File: src/design/xrs_pkg.sv
// shared types, constants and the xorshift step function for the random source
`default_nettype none
package xrs_pkg;

  localparam int unsigned STATE_W      = 64;
  localparam int unsigned FRAC_W       = 53;
  localparam int unsigned FRAC_SHIFT   = 11;
  localparam int unsigned DEF_WARMUP   = 8;
  localparam int unsigned DIV_CNT_W    = 6;
  localparam logic [DIV_CNT_W-1:0] DIV_LAST = DIV_CNT_W'(STATE_W - 1);
  localparam logic [STATE_W-1:0]   GOLDEN_SEED = 64'h9e37_79b9_7f4a_7c15;

  typedef enum logic [1:0] {
    OP_SEED  = 2'd0,
    OP_UNIT  = 2'd1,
    OP_RANGE = 2'd2,
    OP_NONE  = 2'd3
  } op_t;

  typedef enum logic [2:0] {
    ST_IDLE,
    ST_DISPATCH,
    ST_WARM,
    ST_DIVIDE,
    ST_FINISH
  } state_t;

  // commands from controller to datapath
  typedef struct packed {
    logic accept;
    logic seed_load;
    logic step;
    logic warm_dec;
    logic range_prep;
    logic div_step;
    logic out_load;
  } ctl_cmd_t;

  // status from datapath to controller
  typedef struct packed {
    op_t  op;
    logic reversed;
    logic warm_done;
    logic div_done;
    logic out_free;
  } dp_status_t;

  // one xorshift step with shifts 13, 7, 17
  function automatic logic [STATE_W-1:0] xs_step(input logic [STATE_W-1:0] s);
    logic [STATE_W-1:0] a;
    logic [STATE_W-1:0] b;
    a = s ^ (s << 13);
    b = a ^ (a >> 7);
    return b ^ (b << 17);
  endfunction

endpackage
`default_nettype wire

File: src/design/xrs_ctrl.sv
// controller state machine for the random source
`default_nettype none
module xrs_ctrl (
  input  wire logic              clk,
  input  wire logic              rst,
  input  wire logic              in_valid,
  input  wire xrs_pkg::dp_status_t dp_stat,
  output xrs_pkg::ctl_cmd_t      cmd,
  output logic                   in_stall
);
  import xrs_pkg::*;

  state_t state;
  state_t state_next;

  always_ff @(posedge clk) begin
    if (rst) begin
      state <= ST_IDLE;
    end else begin
      state <= state_next;
    end
  end

  // next state
  always_comb begin
    state_next = state;
    unique case (state)
      ST_IDLE: begin
        if (in_valid) state_next = ST_DISPATCH;
      end
      ST_DISPATCH: begin
        unique case (dp_stat.op)
          OP_SEED:  state_next = ST_WARM;
          OP_UNIT:  state_next = ST_FINISH;
          OP_RANGE: state_next = dp_stat.reversed ? ST_FINISH : ST_DIVIDE;
          OP_NONE:  state_next = ST_FINISH;
          default:  state_next = ST_FINISH;
        endcase
      end
      ST_WARM: begin
        if (dp_stat.warm_done) state_next = ST_FINISH;
      end
      ST_DIVIDE: begin
        if (dp_stat.div_done) state_next = ST_FINISH;
      end
      ST_FINISH: begin
        if (dp_stat.out_free) state_next = ST_IDLE;
      end
      default: state_next = ST_IDLE;
    endcase
  end

  // outputs
  always_comb begin
    cmd      = '0;
    in_stall = 1'b1;
    unique case (state)
      ST_IDLE: begin
        in_stall   = 1'b0;
        cmd.accept = in_valid;
      end
      ST_DISPATCH: begin
        cmd.seed_load  = (dp_stat.op == OP_SEED);
        cmd.step       = (dp_stat.op == OP_UNIT) ||
                         ((dp_stat.op == OP_RANGE) && !dp_stat.reversed);
        cmd.range_prep = (dp_stat.op == OP_RANGE) && !dp_stat.reversed;
      end
      ST_WARM: begin
        cmd.step     = !dp_stat.warm_done;
        cmd.warm_dec = !dp_stat.warm_done;
      end
      ST_DIVIDE: begin
        cmd.div_step = 1'b1;
      end
      ST_FINISH: begin
        cmd.out_load = dp_stat.out_free;
      end
      default: begin
        cmd = '0;
      end
    endcase
  end

endmodule
`default_nettype wire

File: src/design/xrs_dp.sv
// datapath: generator state, warm-up counter, bit-serial remainder unit, result register
`default_nettype none
module xrs_dp #(
  parameter int unsigned WARMUP_STEPS = xrs_pkg::DEF_WARMUP
) (
  input  wire logic                     clk,
  input  wire logic                     rst,
  input  wire xrs_pkg::ctl_cmd_t        cmd,
  output xrs_pkg::dp_status_t           dp_stat,
  input  wire logic [1:0]               func,
  input  wire logic [63:0]              seed_word,
  input  wire logic signed [63:0]       range_low,
  input  wire logic signed [63:0]       range_high,
  output logic                          out_valid,
  input  wire logic                     out_stall,
  output logic signed [63:0]            int_value,
  output logic [xrs_pkg::FRAC_W-1:0]    unit_fraction,
  output logic                          status
);
  import xrs_pkg::*;

  localparam int unsigned WarmW = $clog2(WARMUP_STEPS + 2);

  op_t                  op_q;
  logic [STATE_W-1:0]   seed_q;
  logic [STATE_W-1:0]   lo_q;
  logic [STATE_W-1:0]   hi_q;
  logic [STATE_W-1:0]   gen_state;
  logic [STATE_W-1:0]   stepped;
  logic [WarmW-1:0]     warm_cnt;
  logic [STATE_W-1:0]   span;
  logic [STATE_W-1:0]   dividend;
  logic [STATE_W-1:0]   rem;
  logic [DIV_CNT_W-1:0] div_cnt;
  logic [STATE_W:0]     rem_shift;
  logic [STATE_W:0]     rem_sub;
  logic                 reversed;
  logic                 out_free;

  assign stepped   = xs_step(gen_state);
  assign reversed  = $signed(hi_q) < $signed(lo_q);
  assign out_free  = !out_valid || !out_stall;
  assign rem_shift = {rem, dividend[STATE_W-1]};
  assign rem_sub   = rem_shift - {1'b0, span};

  assign dp_stat.op        = op_q;
  assign dp_stat.reversed  = reversed;
  assign dp_stat.warm_done = (warm_cnt == '0);
  assign dp_stat.div_done  = (div_cnt == '0);
  assign dp_stat.out_free  = out_free;

  // request operands
  always_ff @(posedge clk) begin
    if (cmd.accept) begin
      op_q   <= op_t'(func);
      seed_q <= seed_word;
      lo_q   <= range_low;
      hi_q   <= range_high;
    end
  end

  // generator state
  always_ff @(posedge clk) begin
    if (rst) begin
      gen_state <= GOLDEN_SEED;
    end else if (cmd.seed_load) begin
      gen_state <= (seed_q != '0) ? seed_q : GOLDEN_SEED;
    end else if (cmd.step) begin
      gen_state <= stepped;
    end
  end

  always_ff @(posedge clk) begin
    if (cmd.seed_load) begin
      warm_cnt <= WarmW'(WARMUP_STEPS);
    end else if (cmd.warm_dec) begin
      warm_cnt <= warm_cnt - 1'b1;
    end
  end

  // restoring remainder, one dividend bit a cycle; a zero span leaves the raw state
  always_ff @(posedge clk) begin
    if (cmd.range_prep) begin
      span     <= hi_q - lo_q + 64'd1;
      dividend <= stepped;
      rem      <= '0;
      div_cnt  <= DIV_LAST;
    end else if (cmd.div_step) begin
      rem      <= rem_sub[STATE_W] ? rem_shift[STATE_W-1:0] : rem_sub[STATE_W-1:0];
      dividend <= {dividend[STATE_W-2:0], 1'b0};
      div_cnt  <= div_cnt - 1'b1;
    end
  end

  // result register
  always_ff @(posedge clk) begin
    if (rst) begin
      out_valid <= 1'b0;
    end else if (cmd.out_load) begin
      out_valid <= 1'b1;
    end else if (out_valid && !out_stall) begin
      out_valid <= 1'b0;
    end
  end

  always_ff @(posedge clk) begin
    if (cmd.out_load) begin
      int_value     <= ((op_q == OP_RANGE) && !reversed) ? $signed(lo_q + rem) : '0;
      unit_fraction <= (op_q == OP_UNIT) ? gen_state[STATE_W-1:FRAC_SHIFT] : '0;
      status        <= (op_q == OP_RANGE) && reversed;
    end
  end

  a_load_when_free: assert property (@(posedge clk) disable iff (rst)
    cmd.out_load |-> out_free)
    else $error("result loaded over an unread result");

  a_no_prep_reversed: assert property (@(posedge clk) disable iff (rst)
    cmd.range_prep |-> !reversed)
    else $error("division started on a reversed range");

  a_error_zero_fields: assert property (@(posedge clk) disable iff (rst)
    (out_valid && status) |-> (int_value == '0) && (unit_fraction == '0))
    else $error("error result carries data");

  a_reversed_keeps_state: assert property (@(posedge clk) disable iff (rst)
    (cmd.out_load && (op_q == OP_RANGE) && reversed) |-> $stable(gen_state))
    else $error("state moved on a reversed range");

endmodule
`default_nettype wire

File: src/design/xorshift_random_source.sv
// top level of the xorshift random source: controller plus datapath
//
//  channel | valid     | stall     | payload
//  --------+-----------+-----------+-----------------------------------------
//  in      | in_valid  | in_stall  | func, seed_word, range_low, range_high
//  out     | out_valid | out_stall | int_value, unit_fraction, status
//
// one request at a time; a seed request runs WARMUP_STEPS warm-up steps, a unit
// request steps the generator, a range request steps it and then runs the
// one-bit-a-cycle remainder loop, and a reversed range or unused code goes straight to finish
// reset loads the golden constant into the generator and empties the result register
// a waiting result sits in its own register, so the next request is taken meanwhile
// out_stall only holds the finish step until the result register frees up
`default_nettype none
module xorshift_random_source #(
  parameter int unsigned WARMUP_STEPS = xrs_pkg::DEF_WARMUP
) (
  input  wire logic                  clk,
  input  wire logic                  rst,
  input  wire logic                  in_valid,
  output logic                       in_stall,
  input  wire logic [1:0]            func,
  input  wire logic [63:0]           seed_word,
  input  wire logic signed [63:0]    range_low,
  input  wire logic signed [63:0]    range_high,
  output logic                       out_valid,
  input  wire logic                  out_stall,
  output logic signed [63:0]         int_value,
  output logic [xrs_pkg::FRAC_W-1:0] unit_fraction,
  output logic                       status
);
  import xrs_pkg::*;

  // command and status between the two halves
  ctl_cmd_t   cmd;
  dp_status_t dp_stat;

  // sequencer: idle, dispatch, warm-up or divide, finish
  xrs_ctrl u_ctrl (
    .clk      (clk),
    .rst      (rst),
    .in_valid (in_valid),
    .dp_stat  (dp_stat),
    .cmd      (cmd),
    .in_stall (in_stall)
  );

  // generator state, remainder unit and result register
  xrs_dp #(
    .WARMUP_STEPS (WARMUP_STEPS)
  ) u_dp (
    .clk           (clk),
    .rst           (rst),
    .cmd           (cmd),
    .dp_stat       (dp_stat),
    .func          (func),
    .seed_word     (seed_word),
    .range_low     (range_low),
    .range_high    (range_high),
    .out_valid     (out_valid),
    .out_stall     (out_stall),
    .int_value     (int_value),
    .unit_fraction (unit_fraction),
    .status        (status)
  );

endmodule
`default_nettype wire
File: config.mk
export PLATFORM = sky130hd
export DESIGN_NAME = xorshift_random_source
export DESIGN_NICKNAME = d
export VERILOG_FILES = /design/src/design/xrs_pkg.sv /design/src/design/xrs_ctrl.sv /design/src/design/xrs_dp.sv /design/src/design/xorshift_random_source.sv
export SDC_FILE = /design/constraint.sdc
export NUM_CORES = 1
export LEC_CHECK = 0
export ABC_CLOCK_PERIOD_IN_PS = 6900
export BUFFER_PORTS_ARGS = -buffer_cell sky130_fd_sc_hd__buf_2
export CAP_MARGIN = 20
export CORE_MARGIN = 8
export CORE_UTILIZATION = 55
export CTS_CLUSTER_DIAMETER = 120
export CTS_CLUSTER_SIZE = 8
export DETAILED_ROUTE_END_ITERATION = 12
export GPL_TIMING_DRIVEN = 1
export PLACE_DENSITY = 0.8
export SLEW_MARGIN = 30
export SYNTH_ARGS = -nofsm -noshare
export SYNTH_HDL_FRONTEND = slang
export SYNTH_SLANG_ARGS = --single-unit
File: constraint.sdc
create_clock -name clk -period 6.9 [get_ports clk]
set_input_delay 0.345 -clock clk [delete_from_list [all_inputs] [get_ports clk]]
set_output_delay 0.345 -clock clk [all_outputs]
set_load 0.1 [all_outputs]
; ---- Word-level counts from Yosys, hierarchy flattened
; Cells that the tools add are included.
[op_classes]
bitwise = 3
mux = 23
n_mul = 0
n_div = 0
add_sub_neg = 6
eq_ne = 11
n_reduce_logical = 19
shift = 0
magnitude_cmp = 1
[op_table]
columns = op, count
row1 = $mux 64, 6
row2 = $xor 64x64->64, 2
row3 = $sub 65x64->65, 1
row4 = $add 64x1->64 const B, 1
row5 = $add 64x64->64, 1
row6 = $lt 64x64->1, 1
row7 = $reduce_bool 64->1, 1
row8 = $sub 64x64->64, 1
row9 = $xor 64x57->64, 1
row10 = $mux 3, 5
row11 = $pmux 3 s5, 1
row12 = $mux 1, 9
row13 = $pmux 3 s3, 1
row14 = $eq 3x2->1 const B, 2
row15 = $logic_not 6->1, 1
row16 = $reduce_bool 2->1, 3
row17 = $sub 6x1->6 const B, 1
row18 = $eq 2x2->1 const B, 2
row19 = $logic_not 1->1, 4
row20 = $logic_not 4->1, 1
row21 = $ne 2x1->1 const B, 2
row22 = $ne 2x2->1 const B, 2
row23 = $reduce_and 4->1, 1
row24 = $sub 4x1->4 const B, 1
row25 = 9 further kinds, 12
[totals]
output_inout_bits = 120
mem_bits_rw = 0
memories = 0
regBits = 582
rom_bits = 0
latchBits = 0

; ---- Logic depth before layout (Yosys ltp)
[depth]
ltp_word = 7
mapped_depth = 16
mapped_depth_nobuf = 16

; ---- Hierarchy
; Synthesis repeated with hierarchy kept, for this count alone.
[hier_totals]
cells_unflattened = 3638
area_unflattened_um2 = 35925.7
[by_module_without_submodules]
columns = mod, cells_each, instances, area_each_um2, seq_area_each_um2
row1 = xrs_dp, 3603, 1, 35656.7, 15995.3
row2 = xrs_ctrl, 35, 1, 269.0, 60.1

; ---- Worst setup path after synthesis
; No wires, ideal clock.
[synth_timing]
path_kind = reg-to-reg
startpoint = register u_dp.out_valid
endpoint = register u_dp.int_value[0] (enable)
setup_slack_ns = -0.158
path_buffers = 0
stages_incl_launch_ff = 2
synth_period_minus_slack_ns = 7.058
arrival_ns = 6.424
path_cell_list = dfxtp_1 a21oi_1
[synth_lines]
columns = item, line
row1 = from (decl), xrs_dp.sv:14  ; output logic out_valid,
row2 = from (signal assigned), xrs_dp.sv:98  ; out_valid <= 1'b0;
row3 = from (signal assigned), xrs_dp.sv:100  ; out_valid <= 1'b1;
row4 = from (signal assigned), xrs_dp.sv:102  ; out_valid <= 1'b0;
row5 = to (signal assigned), xrs_dp.sv:108  ; int_value <= ((op_q == OP_RANGE) && !reversed) ? $signed(lo_q + rem) : '0;
row6 = to (decl), xrs_dp.sv:16  ; output logic signed [63:0] int_value,

; ---- Worst setup path in the final report
[layout_timing]
startpoint = register u_dp.lo_q[58]
endpoint = register u_dp.span[23] (enable)
[layout_via]
elab_chain_cells = 4
[layout_rtl]
columns = item, line
row1 = from (decl), xrs_dp.sv:26  ; logic [STATE_W-1:0] lo_q;
row2 = from (signal assigned), xrs_dp.sv:57  ; lo_q <= range_low;
row3 = $lt 64x64->1, xrs_dp.sv:41  ; assign reversed = $signed(hi_q) < $signed(lo_q);
row4 = $logic_not 1->1, xrs_ctrl.sv:66  ; cmd.range_prep = (dp_stat.op == OP_RANGE) && !dp_stat.reversed;
row5 = $logic_and 1x1->1, xrs_ctrl.sv:66
row6 = $mux 1, xrs_ctrl.sv:57  ; unique case (state)
row7 = to (signal assigned), xrs_dp.sv:84  ; span <= hi_q - lo_q + 64'd1;
row8 = to (decl), xrs_dp.sv:31  ; logic [STATE_W-1:0] span;
; No other way between the ends.
; A chain may end at the register's enable or synchronous reset.

==> Flow_metrics.wiki <==
{| class="wikitable"
! Metric !! Value
|-
| R2R Path End || u_dp.span[23]$_DFFE_PP_
|-
| IR drop worst, VDD || ~480 uV
|-
| Largest net degree at the start of global routing || between 100 and 150
|-
| Net switching share of the total power || 0.465
|-
| Number of antenna violations at the first check in global routing || 14
|-
| Data required time at the worst endpoint || slightly above 7 ns
|-
| Power after layout || approximately 21 mW
|-
| Worst-margin pin slew || around 0.97 ns
|-
| Number of buffers inserted by post-CTS setup repair || 0
|-
| Global-route total usage across every layer || 0.296
|-
| Sequential-to-total area share from yosys stat || 0.446
|-
| Worst slack on hold paths || around 0.030 ns
|-
| Dpl hpwl || approximately 83000 um
|-
| Post-detailed-route DRC marker count || 0
|-
| Detailed-route via count || around 30000
|-
| Max-slew violation total from the final report || 0
|-
| Slew Limit Headroom || 0.354
|-
| Antenna violation net count after detailed routing || 0
|-
| Die width || ~270 um
|-
| Share of flip-flops with an asynchronous set or reset || 0
|-
| Total number of H-tree levels || 3
|-
| Final-report setup violation count || 0
|-
| Filler instances || 5006
|-
| Final Hold Viols || 0
|-
| Cell depth of the worst setup path || 12
|-
| Buffers & Inverters on Critical Path || 3
|-
| Share of Yosys cell area claimed by the top area cell type || 0.367
|-
| Number of global-route vias before repair || slightly below 30000
|-
| Die Y || between 200 and 300 um
|-
| CTS tree || done
|-
| Congestion Overflow GR || 0
|-
| IO Port Bufs || 317
|-
| Top cell type by total area after synthesis || sky130_fd_sc_hd__edfxtp_1
|-
| Clock period minus worst slack || 5.43 ns
|-
| Overall die area || 0.0739 mm^2
|-
| Post-layout nets || ~4600
|-
| Clock-pin slew reported for the worst setup and hold paths after clock tree synthesis || ~0.06 ns
|-
| Kind of launch point of the worst setup path || flop
|-
| Total core area || 0.0653 mm^2
|-
| Largest clock skew in the final design || ~0.043 ns
|-
| Ratio of final minimum period to clock period || 0.787
|-
| TNS Setup || 0 ns
|-
| Sequence of cells on the critical path || inv_1, ha_1, fa_1, a31oi_1, nor2_1, a2111oi_0, o211ai_1, o21ai_0, o2111a_1, or4_4, clkinv_2, buf_4
|-
| Clock network fraction of total power || 0.184
|-
| Cell types occupying the most area after synthesis || sky130_fd_sc_hd__edfxtp_1, sky130_fd_sc_hd__ha_1, sky130_fd_sc_hd__dfxtp_1
|-
| Clock sink total || approximately 580
|-
| Area growth from synthesis to final layout || 18.3%
|-
| Most common cell after layout, fill and taps aside || sky130_fd_sc_hd__edfxtp_1
|-
| P_sw || 9.69 mW
|-
| DRT Wirelength || between 100000 and 150000 um
|-
| Ratio of total power to cell area || ~500 mW/mm^2
|-
| Critical path endpoint category || flop
|-
| Synthesis-stage register bit count || 582
|-
| CTS Buf Count || around 80
|-
| Critical-path cell with the highest stage delay || sky130_fd_sc_hd__clkinv_2
|-
| Net count after synthesis || 4123
|-
| Design internal power || between 10 and 15 mW
|-
| Status || finished, final reports clean
|-
| Critical-path maximum fanout || 63
|-
| Mean instance size in the synthesized netlist || 9.91 um^2
|-
| Maximum Capacitance Violations || 0
|-
| Initial core utilization || 0.552
|-
| Number of unique standard cell types used by synthesis || just under 80
|-
| Start point of the critical path || u_dp.lo_q[58]$_DFFE_PP_
|-
| Register-to-Register Path Depth || 12
|-
| Number of DRC violations after detailed-routing iteration 0 || 2922
|-
| DRT Pass-1 Iters || 6
|-
| Mapped cell area || roughly 0.036 mm^2
|-
| Ratio of cells with drive above 1 in the final layout || 0.114
|-
| Combinational cell fraction of total power || 0.534
|-
| Routed length per instance || 22.6 um
|-
| Number of enable flip-flop cells after synthesis || 440
|-
| Skew-Pair Late Insertion Delay || between 0.6 and 0.7 ns
|-
| CTS max path bufs || 3
|-
| Ports || 318
|-
| Sequential cell fraction of total power || 0.282
|-
| Worst setup slack for register-to-register paths || ~1.5 ns
|-
| Weighted congestion reported at the end of routability-driven placement || approximately 1
|-
| Number of standard cells after synthesis || approximately 3600
|-
| Synth Warn # || 0
|-
| Drt via density || just over 6
|-
| Crit path to || u_dp.span[23]$_DFFE_PP_
|-
| Clock tree root driver cell || sky130_fd_sc_hd__clkbuf_16
|-
| Largest delay contributor family on the critical path || compound AO/OA/AOI/OAI gates
|-
| First-pass GRT wire length || ~170000 um
|-
| # rows || 94
|-
| Path type of the worst setup path || flop to flop
|-
| Leak pwr || roughly 18 nW
|-
| Largest incremental delay on the critical path || roughly 0.90 ns
|-
| Most used flip-flop cell after synthesis || sky130_fd_sc_hd__edfxtp_1
|-
| Worst Hold Class || input pin to flop
|-
| Fmax || between 0.15 and 0.2 GHz
|-
| Arrival @ worst endpoint || between 5 and 6 ns
|-
| Commonest non-fill, non-tap cells in the layout || sky130_fd_sc_hd__edfxtp_1, sky130_fd_sc_hd__buf_2, sky130_fd_sc_hd__nor2_1
|-
| Setup repair after global routing missed its margin || false
|-
| Startpoint of the worst-slack reg-to-reg timing path || u_dp.lo_q[58]$_DFFE_PP_
|}
## tightest hold or removal path, cell delays in order
cell	delay (ns)
sky130_fd_sc_hd__buf_2	0.13
sky130_fd_sc_hd__nand2_1	0.07
sky130_fd_sc_hd__a21oi_1	0.05
## area by class of cell
type / instances / area, um^2 / area share
multi-input combinational: 2670 / 18500 / 0.434
sequential: 582 / 16100 / 0.377
timing repair buffer: 531 / 3700 / 0.0869
clock buffer: 146 / 2300 / 0.0540
tap: 864 / 1080 / 0.0254
inverter: 215 / 808 / 0.0190
clock inverter: 7 / 111 / 0.00261
antenna: 17 / 42.5 / 0.000998
## layer usage
layer  part of all wire  wire [um]  GRT usage  vias up
li1                   -          -          -    14109
met1               0.39      44300      0.375    14462
met4              0.055       6320      0.145       10
met2               0.46      52200      0.482     1719
met3              0.097      11100     0.0608      411
met5            0.00055         63          0        -
## worst min-delay path by stage
stage	startpoint	to	slack, ns	depth (start not counted)
after floorplan	range_high[0]	u_dp.hi_q[0]$_DFFE_PP_	0.44	0
after global placement	u_dp.gen_state[56]$_SDFFE_PP0P_	u_dp.gen_state[56]$_SDFFE_PP0P_	0.47	2
after detailed placement	u_dp.gen_state[62]$_SDFFE_PP0P_	u_dp.gen_state[62]$_SDFFE_PP0P_	0.48	2
after CTS	out_stall	u_dp.out_valid$_SDFFE_PP0P_	0.01	3
after global routing	out_stall	u_dp.out_valid$_SDFFE_PP0P_	0.03	3
final	out_stall	u_dp.out_valid$_SDFFE_PP0P_	0.03	3
## sequential cells by signal, indices dropped and copies added (netlist names)
register	count
u_dp.status	1
u_dp.warm_cnt	4
u_dp.dividend	64
u_dp.op_q	2
u_dp.int_value	64
u_dp.gen_state	64
u_dp.span	64
u_dp.rem	64
u_dp.seed_q	64
u_dp.hi_q	64
u_dp.div_cnt	6
u_dp.unit_fraction	53
u_dp.lo_q	64
u_ctrl.state	3
u_dp.out_valid	1
## cell families after synthesis
logic type,Yosys count,synth area share
muxes,53,0.0152
and+or+nand+nor,1012,0.132
buffers and inverters,381,0.0415
AOI/OAI and AO/OA,968,0.172
DFF,582,0.446
xor gates and xnor gates,345,0.0844
adders and majority gates,292,0.109
## synthesized netlist by cell type, drive strengths merged (55+ instances only)
master	n
xnor2	236
o21bai	62
edfxtp	440
nand3	74
xor2	109
clkbuf	144
and2	68
dfxtp	142
a21oi	279
nand2	289
nor2	297
a21o	117
o21ai	197
inv	215
nor3	68
ha	258
nand4	55
## timing repair
| action | 4_1_cts | 5_1_grt |
|---|---|---|
| setup endpoints to repair | 0 | 0 |
| hold buffers | 194 | 0 |
| resized for setup | 0 | 0 |
| endpoints found under the hold margin | 194 | 0 |
## through the flow
| stage | utilization | instance area (um^2) | cells | worst slack [ns] |
|---|---|---|---|---|
| 6_report | 0.653 | 42600 | 5032 | 1.47 |
| 5_1_grt | 0.652 | 42600 | 5021 | 1.30 |
| 3_5_place_dp | 0.586 | 38200 | 4668 | 1.97 |
| 2_1_floorplan | - | 36000 | 3633 | 1.30 |
| 4_1_cts | 0.652 | 42600 | 5015 | 1.94 |
| 3_3_place_gp | 0.586 | 38200 | 4668 | 2.10 |
## power groups by stage
stage | Combinational [mW] | Clock [mW] | Sequential (mW)
global placement | 10.5 | 0 | 5.85
CTS | 10.7 | 3.85 | 5.82
floorplan | 7.14 | 0 | 6.61
detailed placement | 10.6 | 0 | 5.88
global route | 11.9 | 4.01 | 5.92
finish | 11.1 | 3.84 | 5.87
Power figures use the tool's default switching activity.
